File: config.mk
export PLATFORM = sky130hd
export DESIGN_NAME = humidity_temperature_compensation_top
export DESIGN_NICKNAME = d
export VERILOG_FILES = /design/src/rtl/core/hcomp_pkg.sv /design/src/rtl/core/hcomp_csr.sv /design/src/rtl/core/hcomp_ctrl.sv /design/src/rtl/core/hcomp_dp.sv /design/src/rtl/core/humidity_temperature_compensation_top.sv
export SDC_FILE = /design/constraint.sdc
export NUM_CORES = 2
export LEC_CHECK = 0
export ABC_AREA = 1
export BUFFER_PORTS_ARGS = -buffer_cell sky130_fd_sc_hd__clkbuf_2
export CAP_MARGIN = 40
export CORE_MARGIN = 2
export CORE_UTILIZATION = 43
export CTS_CLUSTER_DIAMETER = 150
export DETAILED_ROUTE_END_ITERATION = 8
export SLEW_MARGIN = 20
export SYNTH_ARGS = -nofsm -noshare
export SYNTH_HDL_FRONTEND = slang
export SYNTH_SLANG_ARGS = --single-unit
File: constraint.sdc
create_clock -name clock -period 16.2 [get_ports clock]
set_input_delay 1.62 -clock clock [delete_from_list [all_inputs] [get_ports clock]]
set_output_delay 1.62 -clock clock [all_outputs]
set_load 0.03 [all_outputs]
File: src/rtl/core/hcomp_pkg.sv
// Shared types, register indexes and constants of the humidity and temperature compensation block.
package hcomp_pkg;

   // Configuration port
   localparam int unsigned CSR_INDEX_W = 4;
   localparam int unsigned CSR_DATA_W  = 24;

   localparam logic [CSR_INDEX_W-1:0] CSR_TEMP_CAL_ONE      = 4'd0;
   localparam logic [CSR_INDEX_W-1:0] CSR_TEMP_CAL_TWO      = 4'd1;
   localparam logic [CSR_INDEX_W-1:0] CSR_TEMP_CAL_THREE    = 4'd2;
   localparam logic [CSR_INDEX_W-1:0] CSR_HUM_CAL_ONE       = 4'd3;
   localparam logic [CSR_INDEX_W-1:0] CSR_HUM_CAL_TWO       = 4'd4;
   localparam logic [CSR_INDEX_W-1:0] CSR_HUM_CAL_THREE     = 4'd5;
   localparam logic [CSR_INDEX_W-1:0] CSR_HUM_CAL_FOUR_FIVE = 4'd6;
   localparam logic [CSR_INDEX_W-1:0] CSR_HUM_CAL_SIX       = 4'd7;

   // Reset values of the calibration registers
   localparam logic [15:0] TEMP_CAL_ONE_RST      = 16'd27698;
   localparam logic [15:0] TEMP_CAL_TWO_RST      = 16'hFE66;   // -410
   localparam logic [15:0] TEMP_CAL_THREE_RST    = 16'd189;
   localparam logic [7:0]  HUM_CAL_ONE_RST       = 8'd75;
   localparam logic [15:0] HUM_CAL_TWO_RST       = 16'd356;
   localparam logic [7:0]  HUM_CAL_THREE_RST     = 8'd0;
   localparam logic [23:0] HUM_CAL_FOUR_FIVE_RST = 24'd0;
   localparam logic [7:0]  HUM_CAL_SIX_RST       = 8'd30;

   // Formula constants
   localparam logic signed [31:0] FINE_OFFSET   = 32'sd76800;
   localparam logic signed [31:0] HUM_ROUND_L   = 32'sd16384;
   localparam logic signed [31:0] HUM_BIAS_R    = 32'sd2097152;
   localparam logic signed [31:0] HUM_BIAS_Y    = 32'sd32768;
   localparam logic signed [31:0] HUM_ROUND_R   = 32'sd8192;
   localparam logic signed [31:0] HUM_CLAMP_MAX = 32'sd419430400;
   localparam logic signed [34:0] TEMP_ROUND    = 35'sd128;
   localparam logic signed [26:0] TEMP_SAT_MAX  = 27'sd8388607;
   localparam logic signed [26:0] TEMP_SAT_MIN  = -27'sd8388608;

   // Datapath step codes, issued in order by the controller
   localparam int unsigned STEP_W = 4;
   localparam logic [STEP_W-1:0] STEP_T_LIN   = 4'd0;
   localparam logic [STEP_W-1:0] STEP_T_SQ    = 4'd1;
   localparam logic [STEP_W-1:0] STEP_T_FINE  = 4'd2;
   localparam logic [STEP_W-1:0] STEP_H_LEFT  = 4'd3;
   localparam logic [STEP_W-1:0] STEP_H_X     = 4'd4;
   localparam logic [STEP_W-1:0] STEP_H_Y     = 4'd5;
   localparam logic [STEP_W-1:0] STEP_H_INNER = 4'd6;
   localparam logic [STEP_W-1:0] STEP_H_RIGHT = 4'd7;
   localparam logic [STEP_W-1:0] STEP_H_PROD  = 4'd8;
   localparam logic [STEP_W-1:0] STEP_H_SQ    = 4'd9;
   localparam logic [STEP_W-1:0] STEP_H_CORR  = 4'd10;

   localparam logic KIND_TEMPERATURE = 1'b0;
   localparam logic KIND_HUMIDITY    = 1'b1;

   typedef struct packed {
      logic        kind;
      logic [19:0] raw_value;
   } req_type;

   typedef struct packed {
      logic               result_kind;
      logic signed [23:0] temperature_centi;
      logic [16:0]        humidity_q10;
      logic [6:0]         humidity_percent;
   } rsp_type;

   typedef struct packed {
      logic [15:0] temp_cal_one;
      logic [15:0] temp_cal_two;
      logic [15:0] temp_cal_three;
      logic [7:0]  hum_cal_one;
      logic [15:0] hum_cal_two;
      logic [7:0]  hum_cal_three;
      logic [23:0] hum_cal_four_five;
      logic [7:0]  hum_cal_six;
   } cal_type;

   typedef struct packed {
      logic              load;
      logic              exec;
      logic              write_out;
      logic [STEP_W-1:0] step;
   } cmd_type;

endpackage

File: src/rtl/core/hcomp_csr.sv
// Calibration register file written through the configuration port.
module hcomp_csr import hcomp_pkg::*; (
   input  logic                   clock,
   input  logic                   reset,
   input  logic                   csr_valid,
   input  logic [CSR_INDEX_W-1:0] csr_index,
   input  logic [CSR_DATA_W-1:0]  csr_wdata,
   output cal_type                cal
);

   cal_type cal_ff;
   cal_type cal_in;

   always_comb begin
      cal_in = cal_ff;
      if (csr_valid) begin
         unique case (csr_index)
            CSR_TEMP_CAL_ONE:      cal_in.temp_cal_one      = csr_wdata[15:0];
            CSR_TEMP_CAL_TWO:      cal_in.temp_cal_two      = csr_wdata[15:0];
            CSR_TEMP_CAL_THREE:    cal_in.temp_cal_three    = csr_wdata[15:0];
            CSR_HUM_CAL_ONE:       cal_in.hum_cal_one       = csr_wdata[7:0];
            CSR_HUM_CAL_TWO:       cal_in.hum_cal_two       = csr_wdata[15:0];
            CSR_HUM_CAL_THREE:     cal_in.hum_cal_three     = csr_wdata[7:0];
            CSR_HUM_CAL_FOUR_FIVE: cal_in.hum_cal_four_five = csr_wdata[23:0];
            CSR_HUM_CAL_SIX:       cal_in.hum_cal_six       = csr_wdata[7:0];
            default:               cal_in = cal_ff;   // unused indexes are ignored
         endcase
      end
   end

   always_ff @(posedge clock) begin
      if (reset) begin
         cal_ff.temp_cal_one      <= TEMP_CAL_ONE_RST;
         cal_ff.temp_cal_two      <= TEMP_CAL_TWO_RST;
         cal_ff.temp_cal_three    <= TEMP_CAL_THREE_RST;
         cal_ff.hum_cal_one       <= HUM_CAL_ONE_RST;
         cal_ff.hum_cal_two       <= HUM_CAL_TWO_RST;
         cal_ff.hum_cal_three     <= HUM_CAL_THREE_RST;
         cal_ff.hum_cal_four_five <= HUM_CAL_FOUR_FIVE_RST;
         cal_ff.hum_cal_six       <= HUM_CAL_SIX_RST;
      end else begin
         cal_ff <= cal_in;
      end
   end

   assign cal = cal_ff;

endmodule

File: src/rtl/core/hcomp_ctrl.sv
// Controller state machine that sequences the datapath steps and owns the handshakes.
module hcomp_ctrl import hcomp_pkg::*; (
   input  logic    clock,
   input  logic    reset,
   input  logic    req_valid,
   input  logic    req_kind,
   output logic    req_ready,
   output logic    rsp_valid,
   input  logic    rsp_ready,
   output cmd_type cmd
);

   localparam logic [1:0] ST_IDLE = 2'd0;
   localparam logic [1:0] ST_RUN  = 2'd1;
   localparam logic [1:0] ST_DONE = 2'd2;

   logic [1:0]        state_ff,     state_in;
   logic [STEP_W-1:0] step_ff,      step_in;
   logic              rsp_valid_ff, rsp_valid_in;
   logic              slot_free;

   // The output register may be refilled in the cycle its item is taken.
   assign slot_free = !rsp_valid_ff || rsp_ready;

   always_comb begin
      state_in      = state_ff;
      step_in       = step_ff;
      rsp_valid_in  = rsp_valid_ff && !rsp_ready;
      cmd.load      = 1'b0;
      cmd.exec      = 1'b0;
      cmd.write_out = 1'b0;
      cmd.step      = step_ff;
      unique case (state_ff)
         ST_IDLE: begin
            if (req_valid) begin
               cmd.load = 1'b1;
               step_in  = (req_kind == KIND_HUMIDITY) ? STEP_H_LEFT : STEP_T_LIN;
               state_in = ST_RUN;
            end
         end
         ST_RUN: begin
            cmd.exec = 1'b1;
            if (step_ff == STEP_T_FINE || step_ff == STEP_H_CORR) begin
               state_in = ST_DONE;
            end else begin
               step_in = step_ff + STEP_W'(1);
            end
         end
         ST_DONE: begin
            if (slot_free) begin
               cmd.write_out = 1'b1;
               rsp_valid_in  = 1'b1;
               state_in      = ST_IDLE;
            end
         end
         default: begin
            state_in = ST_IDLE;
         end
      endcase
   end

   always_ff @(posedge clock) begin
      if (reset) begin
         state_ff     <= ST_IDLE;
         step_ff      <= STEP_T_LIN;
         rsp_valid_ff <= 1'b0;
      end else begin
         state_ff     <= state_in;
         step_ff      <= step_in;
         rsp_valid_ff <= rsp_valid_in;
      end
   end

   assign req_ready = (state_ff == ST_IDLE);
   assign rsp_valid = rsp_valid_ff;

endmodule

File: src/rtl/core/hcomp_dp.sv
// Datapath with one shared 32-bit multiplier, working registers and the result register.
module hcomp_dp import hcomp_pkg::*; (
   input  logic    clock,
   input  logic    reset,
   input  cmd_type cmd,
   input  req_type req_payload,
   input  cal_type cal,
   output rsp_type rsp_payload
);

   req_type            item_ff;
   logic signed [31:0] fine_ff, fine_in;
   logic signed [31:0] ra_ff, ra_in;
   logic signed [31:0] rb_ff, rb_in;
   logic signed [31:0] rc_ff, rc_in;
   rsp_type            rsp_ff, rsp_in;

   logic signed [31:0] t1, t2, t3, h1, h2, h3, h4, h5, h6;
   logic signed [31:0] adc_hum_sh, h4_sh, fine_v;
   logic signed [31:0] mul_a, mul_b, prod;
   logic signed [31:0] sum_left, sum_right, right_in, sq_base;

   logic signed [34:0] fine_ext, temp_sum;
   logic signed [26:0] temp_q;
   logic signed [23:0] temp_sat;
   logic signed [31:0] hum_clamped;

   // Calibration values widened to 32 bits, signed ones sign-extended
   assign t1 = {16'd0, cal.temp_cal_one};
   assign t2 = {{16{cal.temp_cal_two[15]}}, cal.temp_cal_two};
   assign t3 = {{16{cal.temp_cal_three[15]}}, cal.temp_cal_three};
   assign h1 = {24'd0, cal.hum_cal_one};
   assign h2 = {{16{cal.hum_cal_two[15]}}, cal.hum_cal_two};
   assign h3 = {24'd0, cal.hum_cal_three};
   assign h4 = {{20{cal.hum_cal_four_five[11]}}, cal.hum_cal_four_five[11:0]};
   assign h5 = {{20{cal.hum_cal_four_five[23]}}, cal.hum_cal_four_five[23:12]};
   assign h6 = {{24{cal.hum_cal_six[7]}}, cal.hum_cal_six};

   assign adc_hum_sh = {2'd0, item_ff.raw_value[15:0], 14'd0};
   assign h4_sh      = {h4[11:0], 20'd0};
   assign fine_v     = fine_ff - FINE_OFFSET;
   assign right_in   = (rb_ff >>> 10) + HUM_BIAS_R;
   assign sq_base    = ra_ff >>> 15;

   // Operand selection for the shared multiplier
   always_comb begin
      mul_a = '0;
      mul_b = '0;
      unique case (cmd.step)
         STEP_T_LIN: begin
            mul_a = {15'd0, item_ff.raw_value[19:3]} - {15'd0, cal.temp_cal_one, 1'b0};
            mul_b = t2;
         end
         STEP_T_SQ: begin
            mul_a = {16'd0, item_ff.raw_value[19:4]} - t1;
            mul_b = {16'd0, item_ff.raw_value[19:4]} - t1;
         end
         STEP_T_FINE:  begin mul_a = rb_ff;    mul_b = t3;     end
         STEP_H_LEFT:  begin mul_a = h5;       mul_b = fine_v; end
         STEP_H_X:     begin mul_a = fine_v;   mul_b = h6;     end
         STEP_H_Y:     begin mul_a = fine_v;   mul_b = h3;     end
         STEP_H_INNER: begin mul_a = rb_ff;    mul_b = rc_ff;  end
         STEP_H_RIGHT: begin mul_a = right_in; mul_b = h2;     end
         STEP_H_PROD:  begin mul_a = ra_ff;    mul_b = rb_ff;  end
         STEP_H_SQ:    begin mul_a = sq_base;  mul_b = sq_base; end
         STEP_H_CORR:  begin mul_a = rb_ff;    mul_b = h1;     end
         default: begin
            mul_a = '0;
            mul_b = '0;
         end
      endcase
   end

   // Low 32 bits only: every step wraps in two's complement
   assign prod      = mul_a * mul_b;
   assign sum_left  = adc_hum_sh - h4_sh - prod + HUM_ROUND_L;
   assign sum_right = prod + HUM_ROUND_R;

   always_comb begin
      ra_in   = ra_ff;
      rb_in   = rb_ff;
      rc_in   = rc_ff;
      fine_in = fine_ff;
      if (cmd.exec) begin
         unique case (cmd.step)
            STEP_T_LIN:   ra_in   = prod >>> 11;
            STEP_T_SQ:    rb_in   = prod >>> 12;
            STEP_T_FINE:  fine_in = ra_ff + (prod >>> 14);
            STEP_H_LEFT:  ra_in   = sum_left >>> 15;
            STEP_H_X:     rb_in   = prod >>> 10;
            STEP_H_Y:     rc_in   = (prod >>> 11) + HUM_BIAS_Y;
            STEP_H_INNER: rb_in   = prod;
            STEP_H_RIGHT: rb_in   = sum_right >>> 14;
            STEP_H_PROD:  ra_in   = prod;
            STEP_H_SQ:    rb_in   = prod >>> 7;
            STEP_H_CORR:  ra_in   = ra_ff - (prod >>> 4);
            default:      ra_in   = ra_ff;
         endcase
      end
   end

   // Temperature: (fine * 5 + 128) >> 8 exactly, then saturated to 24 bits
   assign fine_ext = {{3{fine_ff[31]}}, fine_ff};
   assign temp_sum = (fine_ext <<< 2) + fine_ext + TEMP_ROUND;
   assign temp_q   = temp_sum[34:8];

   always_comb begin
      if (temp_q > TEMP_SAT_MAX) begin
         temp_sat = TEMP_SAT_MAX[23:0];
      end else if (temp_q < TEMP_SAT_MIN) begin
         temp_sat = TEMP_SAT_MIN[23:0];
      end else begin
         temp_sat = temp_q[23:0];
      end
   end

   always_comb begin
      if (ra_ff[31]) begin
         hum_clamped = '0;
      end else if (ra_ff > HUM_CLAMP_MAX) begin
         hum_clamped = HUM_CLAMP_MAX;
      end else begin
         hum_clamped = ra_ff;
      end
   end

   always_comb begin
      rsp_in = rsp_ff;
      if (cmd.write_out) begin
         rsp_in.result_kind = item_ff.kind;
         if (item_ff.kind == KIND_HUMIDITY) begin
            rsp_in.temperature_centi = '0;
            rsp_in.humidity_q10      = hum_clamped[28:12];
            rsp_in.humidity_percent  = hum_clamped[28:22];
         end else begin
            rsp_in.temperature_centi = temp_sat;
            rsp_in.humidity_q10      = '0;
            rsp_in.humidity_percent  = '0;
         end
      end
   end

   always_ff @(posedge clock) begin
      if (reset) begin
         fine_ff <= '0;
      end else begin
         fine_ff <= fine_in;
      end
   end

   always_ff @(posedge clock) begin
      if (cmd.load) begin
         item_ff <= req_payload;
      end
      ra_ff  <= ra_in;
      rb_ff  <= rb_in;
      rc_ff  <= rc_in;
      rsp_ff <= rsp_in;
   end

   assign rsp_payload = rsp_ff;

endmodule

File: src/rtl/core/humidity_temperature_compensation_top.sv
// Top level of the humidity and temperature compensation block with its assertions.
//
// This block applies the 32-bit integer calibration formulas of combined
// temperature and humidity sensors to raw converter readings. A temperature
// item computes the fine temperature, keeps it for later humidity items and
// returns the temperature in hundredths of a degree, saturated to 24 bits
// signed. A humidity item uses the last fine temperature (zero after reset)
// and returns relative humidity in Q7.10, clamped to 0..100 %, together with
// its whole-percent value. Every intermediate step wraps in 32-bit two's
// complement. One 32-bit multiplier is shared across all steps and a small
// controller issues one step per cycle, so the throughput is set by the
// number of multiplications: a temperature item runs three multiply steps
// and a humidity item eight between its acceptance and the write of its
// result, and the block takes no new item until that write is done, as
// req_ready is only high in the idle state. The result sits in an output
// register; a new item is accepted while an earlier result still waits to be
// taken, and only the write of the next result waits for the output register
// to be free. The calibration registers are written through the csr_ port,
// which is always ready; writes to indexes above seven are ignored, and the
// registers must only be written while no item is in progress.
module humidity_temperature_compensation_top import hcomp_pkg::*; (
   input  logic                   clock,
   input  logic                   reset,
   input  logic                   req_valid,
   output logic                   req_ready,
   input  req_type                req_payload,
   output logic                   rsp_valid,
   input  logic                   rsp_ready,
   output rsp_type                rsp_payload,
   input  logic                   csr_valid,
   output logic                   csr_ready,
   input  logic [CSR_INDEX_W-1:0] csr_index,
   input  logic [CSR_DATA_W-1:0]  csr_wdata
);

   cal_type cal;
   cmd_type cmd;

   // The register file never stalls a write.
   assign csr_ready = 1'b1;

   hcomp_csr u_csr (
      .clock     (clock),
      .reset     (reset),
      .csr_valid (csr_valid),
      .csr_index (csr_index),
      .csr_wdata (csr_wdata),
      .cal       (cal)
   );

   hcomp_ctrl u_ctrl (
      .clock     (clock),
      .reset     (reset),
      .req_valid (req_valid),
      .req_kind  (req_payload.kind),
      .req_ready (req_ready),
      .rsp_valid (rsp_valid),
      .rsp_ready (rsp_ready),
      .cmd       (cmd)
   );

   hcomp_dp u_dp (
      .clock       (clock),
      .reset       (reset),
      .cmd         (cmd),
      .req_payload (req_payload),
      .cal         (cal),
      .rsp_payload (rsp_payload)
   );

   // Once an item is taken, the block is busy on the next cycle.
   assert property (@(posedge clock) disable iff (reset)
      (req_valid && req_ready) |=> !req_ready)
      else $error("item accepted while the previous one is still in progress");

   // A temperature result carries no humidity.
   assert property (@(posedge clock) disable iff (reset)
      (rsp_valid && !rsp_payload.result_kind) |->
         (rsp_payload.humidity_q10 == '0 && rsp_payload.humidity_percent == '0))
      else $error("temperature result with non-zero humidity fields");

   // A humidity result is clamped and its percent field agrees with Q7.10.
   assert property (@(posedge clock) disable iff (reset)
      (rsp_valid && rsp_payload.result_kind) |->
         (rsp_payload.humidity_q10 <= 17'd102400 &&
          rsp_payload.humidity_percent == rsp_payload.humidity_q10[16:10] &&
          rsp_payload.temperature_centi == '0))
      else $error("humidity result out of range or inconsistent");

   // A result only changes once the previous one has been taken.
   assert property (@(posedge clock) disable iff (reset)
      (rsp_valid && !rsp_ready) |=> $stable(rsp_payload))
      else $error("result register overwritten before it was taken");

endmodule
==> results.md <==
- Die area: 96400 sq um
- Primary FF master, synth: dfxtp_1
- FF-to-FF Start: u_ctrl.step_ff[0]$_SDFFE_PP0P_
- WL final: 161000 um
- # Post-CTS Setup Buffers: 0
- First-pass GRT wire length: about 240000 um
- Top-count cell post-synth: nand2_1
- Synthesized area per cell: about 7.2 sq um
- Drt first pass iters: 6
- CTS root buf: clkbuf_16
- Final setup viols: 0
- WL per Instance: around 23 um
- Area share of fa/ha/maj cells after synthesis: between 30% and 40%
- # placed instances: roughly 6800
- Synthesized cell area: around 40000 sq um
- DRC errors left: 0
- Worst EP arrival: roughly 14 ns
- Count of different cell masters after synthesis: between 60 and 70
- Crit path kind: flip-flop to flip-flop
- Largest fanout on the critical path: 32
- Min Tclk post-route: 13.41 ns
- Post-synth ARST share: 0%
- Cells after synthesis: around 5600
- Skew-Pair Late Insertion Delay: approximately 0.6 ns
- Rows: approximately 110
- Compound-Gate Fraction of Synth Area: around 11%
- Post-synth top area cell: fa_1
- Layout Area Growth over Synthesis: 8.52%
- Slowest CP cell: inv_2
- Fin Setup TNS: 0 ns
- Htree depth: 2
- Via/cell ratio: between 5 and 6
- Die Y: a little over 300 um
- Nets@finish: around 6500
- Rel. slew slack: between 40% and 50%
- Post-CTS Resized: 0
- Syn Nets: between 6000 and 7000
- Worst Tran Pin Value: between 0.8 and 0.9 ns
- Synth Area in XOR/XNOR: 2.49%
- Filler instances: roughly 9500
- Critical path startpoint category: flip-flop
- CP most frequent cell: inv_1
- Layout cell share with drive strength beyond 1: about 6.3%
- CTS Buf Count: 36
- DP HPWL: 129000 um
- IO buf count: approximately 100
- Largest net degree at the start of global routing: 80
- I/O pin cnt: 106
- Post-route insts no fill: 6920
- GRT Util Overall: 33.0%
- Vias in the first global route: 37400
- Seq/Total Area, Yosys: around 19%
- Final Cycle Share: between 80% and 90%
- Clock Sinks: 300
- CTS max path bufs: 3
- Crit. End Element: flip-flop
- Routed wl met3: about 14000 um
- Hold/Removal Path Class: flip-flop to flip-flop
- Wl on met1: 67400 um
- Initial antenna violation count: 7
- Post-route ant nets: 0
- Final Hold Viols: 0
- Post-synthesis mux area share: 0%
- DR vias: ~38000
- Largest family of logic cells by synthesized area: adder cells
- Clock Pin Slew Worst Setup and Hold Paths: roughly 0.070 ns
- Post-synth EDFFs: about 150
- Highest metal used: met5
- Worst hold path cell count: 2
- Hold-fix buffers at CTS: 0
- Core ar.: about 93000 sq um
- Unrepaired setup endpoints after global routing: no
- Worst Skew: 0.0579 ns
- Worst Hold End: u_csr.cal[40]$_SDFFE_PP0P_
- R2R setup slack: around 2.8 ns
- Max-cap violation count: 0
- Initial Util: a little over two fifths
- Die W: just over 300 um
- Synthesis-stage register bit count: 300
- Max-slew violations: 0
- Reg2Reg Depth: 53
- Area of the multi-input gates: about 28000 sq um
- Hold path startpoint: u_csr.cal[40]$_SDFFE_PP0P_
- Fmax: 74.6 MHz
- Ys Warns: 0
- 1st-iter DRT viols: between 3000 and 4000
- CTS tree: yes
- Dominant cells by area after synthesis: fa_1, nand2_1, edfxtp_1
- Top-area cell type share of the netlist area: approximately a fifth
- Seq. cell area: between 7000 and 8000 sq um
- Max stage delay on crit path: 0.66 ns
- Simple-gate share of the synthesized area: around a quarter
- Status: finished clean
- Critical Path RT: approximately 17 ns
- Met2 WL: ~70000 um
- Worst R2R End: u_dp.ra_ff[31]$_DFFE_PP_
- Gr ovfl total: 0
- GPL Wtd Cong: just over 1
- Most instantiated cells after synthesis: nand2_1, inv_1, nor2_1
stage by stage:
| step | setup WS [ns] | utilization (%) | hold slack [ns] | cell area, sq um |
|---|---|---|---|---|
| 6_report | 2.79 | 47.1 | 0.458 | 43900 |
| 5_1_grt | 2.12 | 47.1 | 0.469 | 43800 |
| 4_1_cts | 3.01 | 46.9 | 0.454 | 43700 |
| 3_5_place_dp | 3.10 | 45.6 | 0.445 | 42500 |
| 3_3_place_gp | 3.16 | 45.4 | 0.438 | 42300 |
| 2_1_floorplan | 5.66 | - | 0.424 | 40400 |
per-layer routing:
metal  GRT usage, %  up-vias
met2           51.0     1781
li1               -    17600
met5              0        -
met4           16.0        8
met1           44.8    18300
met3           5.73      437
registers in the layout (all words and copies together) (netlist names):
register and flops:
u_csr.cal 112, u_dp.rsp_payload 42, u_dp.fine_ff 32, u_dp.rb_ff 32, u_dp.ra_ff 32, u_dp.adc_hum_sh 16
u_ctrl.rsp_valid 1, u_ctrl.state_ff 2, u_dp.rc_ff 22, u_dp.item_ff 5, u_ctrl.step_ff 4
worst max-delay path: cells and delay by family (launching register included):
family / cells / cell delay [ns]
fa+ha+maj: 12 / 5.27
simple gates: 20 / 3.03
buf+inv: 14 / 3.03
compound gates: 6 / 1.14
flops: 1 / 0.33
xor+xnor: 1 / 0.33
placed cells by master (no fill, tap or decap), drive strengths merged, types with 3 or more instances in the layout:
cell and instances:
nand4 74, nand2 1261, o31ai 6, o21a 4, o21ai 296, clkinv 23
o211ai 19, o21bai 12, a211oi 14, nand3b 14, a21boi 5, a21oi 300
ha 354, clkbuf 152, o221ai 7, fa 416, nor2 552, nor3 43
or2 21, dfxtp 151, buf 96, o22ai 38, inv 1158, xnor2 41
xor2 72, edfxtp 149, a221oi 13, a21o 9, o2111ai 27, nor4 9
nand3 289, and3 3, a31oi 14, a22oi 3
cell type report:
| class | count | area share (%) |
|---|---|---|
| multi-input combinational | 3932 | 63.2 |
| sequential | 300 | 17.1 |
| inverter | 1168 | 10.0 |
| tap | 1254 | 3.58 |
| timing repair buffer | 200 | 3.25 |
| clock buffer | 48 | 2.34 |
| clock inverter | 17 | 0.491 |
| antenna | 1 | 0.00571 |
cells by family after synthesis:
| logic type | count (synthesis) |
|---|---|
| AND/OR/NAND/NOR | 2271 |
| other | 1 |
| XOR/XNOR | 113 |
| adder cells (fa/ha/maj) | 770 |
| buffers and inverters | 1354 |
| AO/OA/AOI/OAI | 777 |
| flip-flops | 300 |
worst max path at each step:
stage | from | end | cells after the start
2_1_floorplan | u_dp.adc_hum_sh[18]$_DFFE_PP_ | u_dp.ra_ff[22]$_DFFE_PP_ | 54
3_3_place_gp | u_ctrl.step_ff[0]$_SDFFE_PP0P_ | u_dp.fine_ff[29]$_SDFFE_PP0P_ | 55
3_5_place_dp | u_ctrl.step_ff[0]$_SDFFE_PP0P_ | u_dp.fine_ff[29]$_SDFFE_PP0P_ | 55
4_1_cts | u_ctrl.step_ff[0]$_SDFFE_PP0P_ | u_dp.ra_ff[31]$_DFFE_PP_ | 53
5_1_grt | u_ctrl.step_ff[0]$_SDFFE_PP0P_ | u_dp.ra_ff[31]$_DFFE_PP_ | 52
6_report | u_ctrl.step_ff[0]$_SDFFE_PP0P_ | u_dp.ra_ff[31]$_DFFE_PP_ | 53
Power is left out: the tool's default activity adds up to more than one toggle a clock period on the data nets, which glitch-free logic cannot reach.
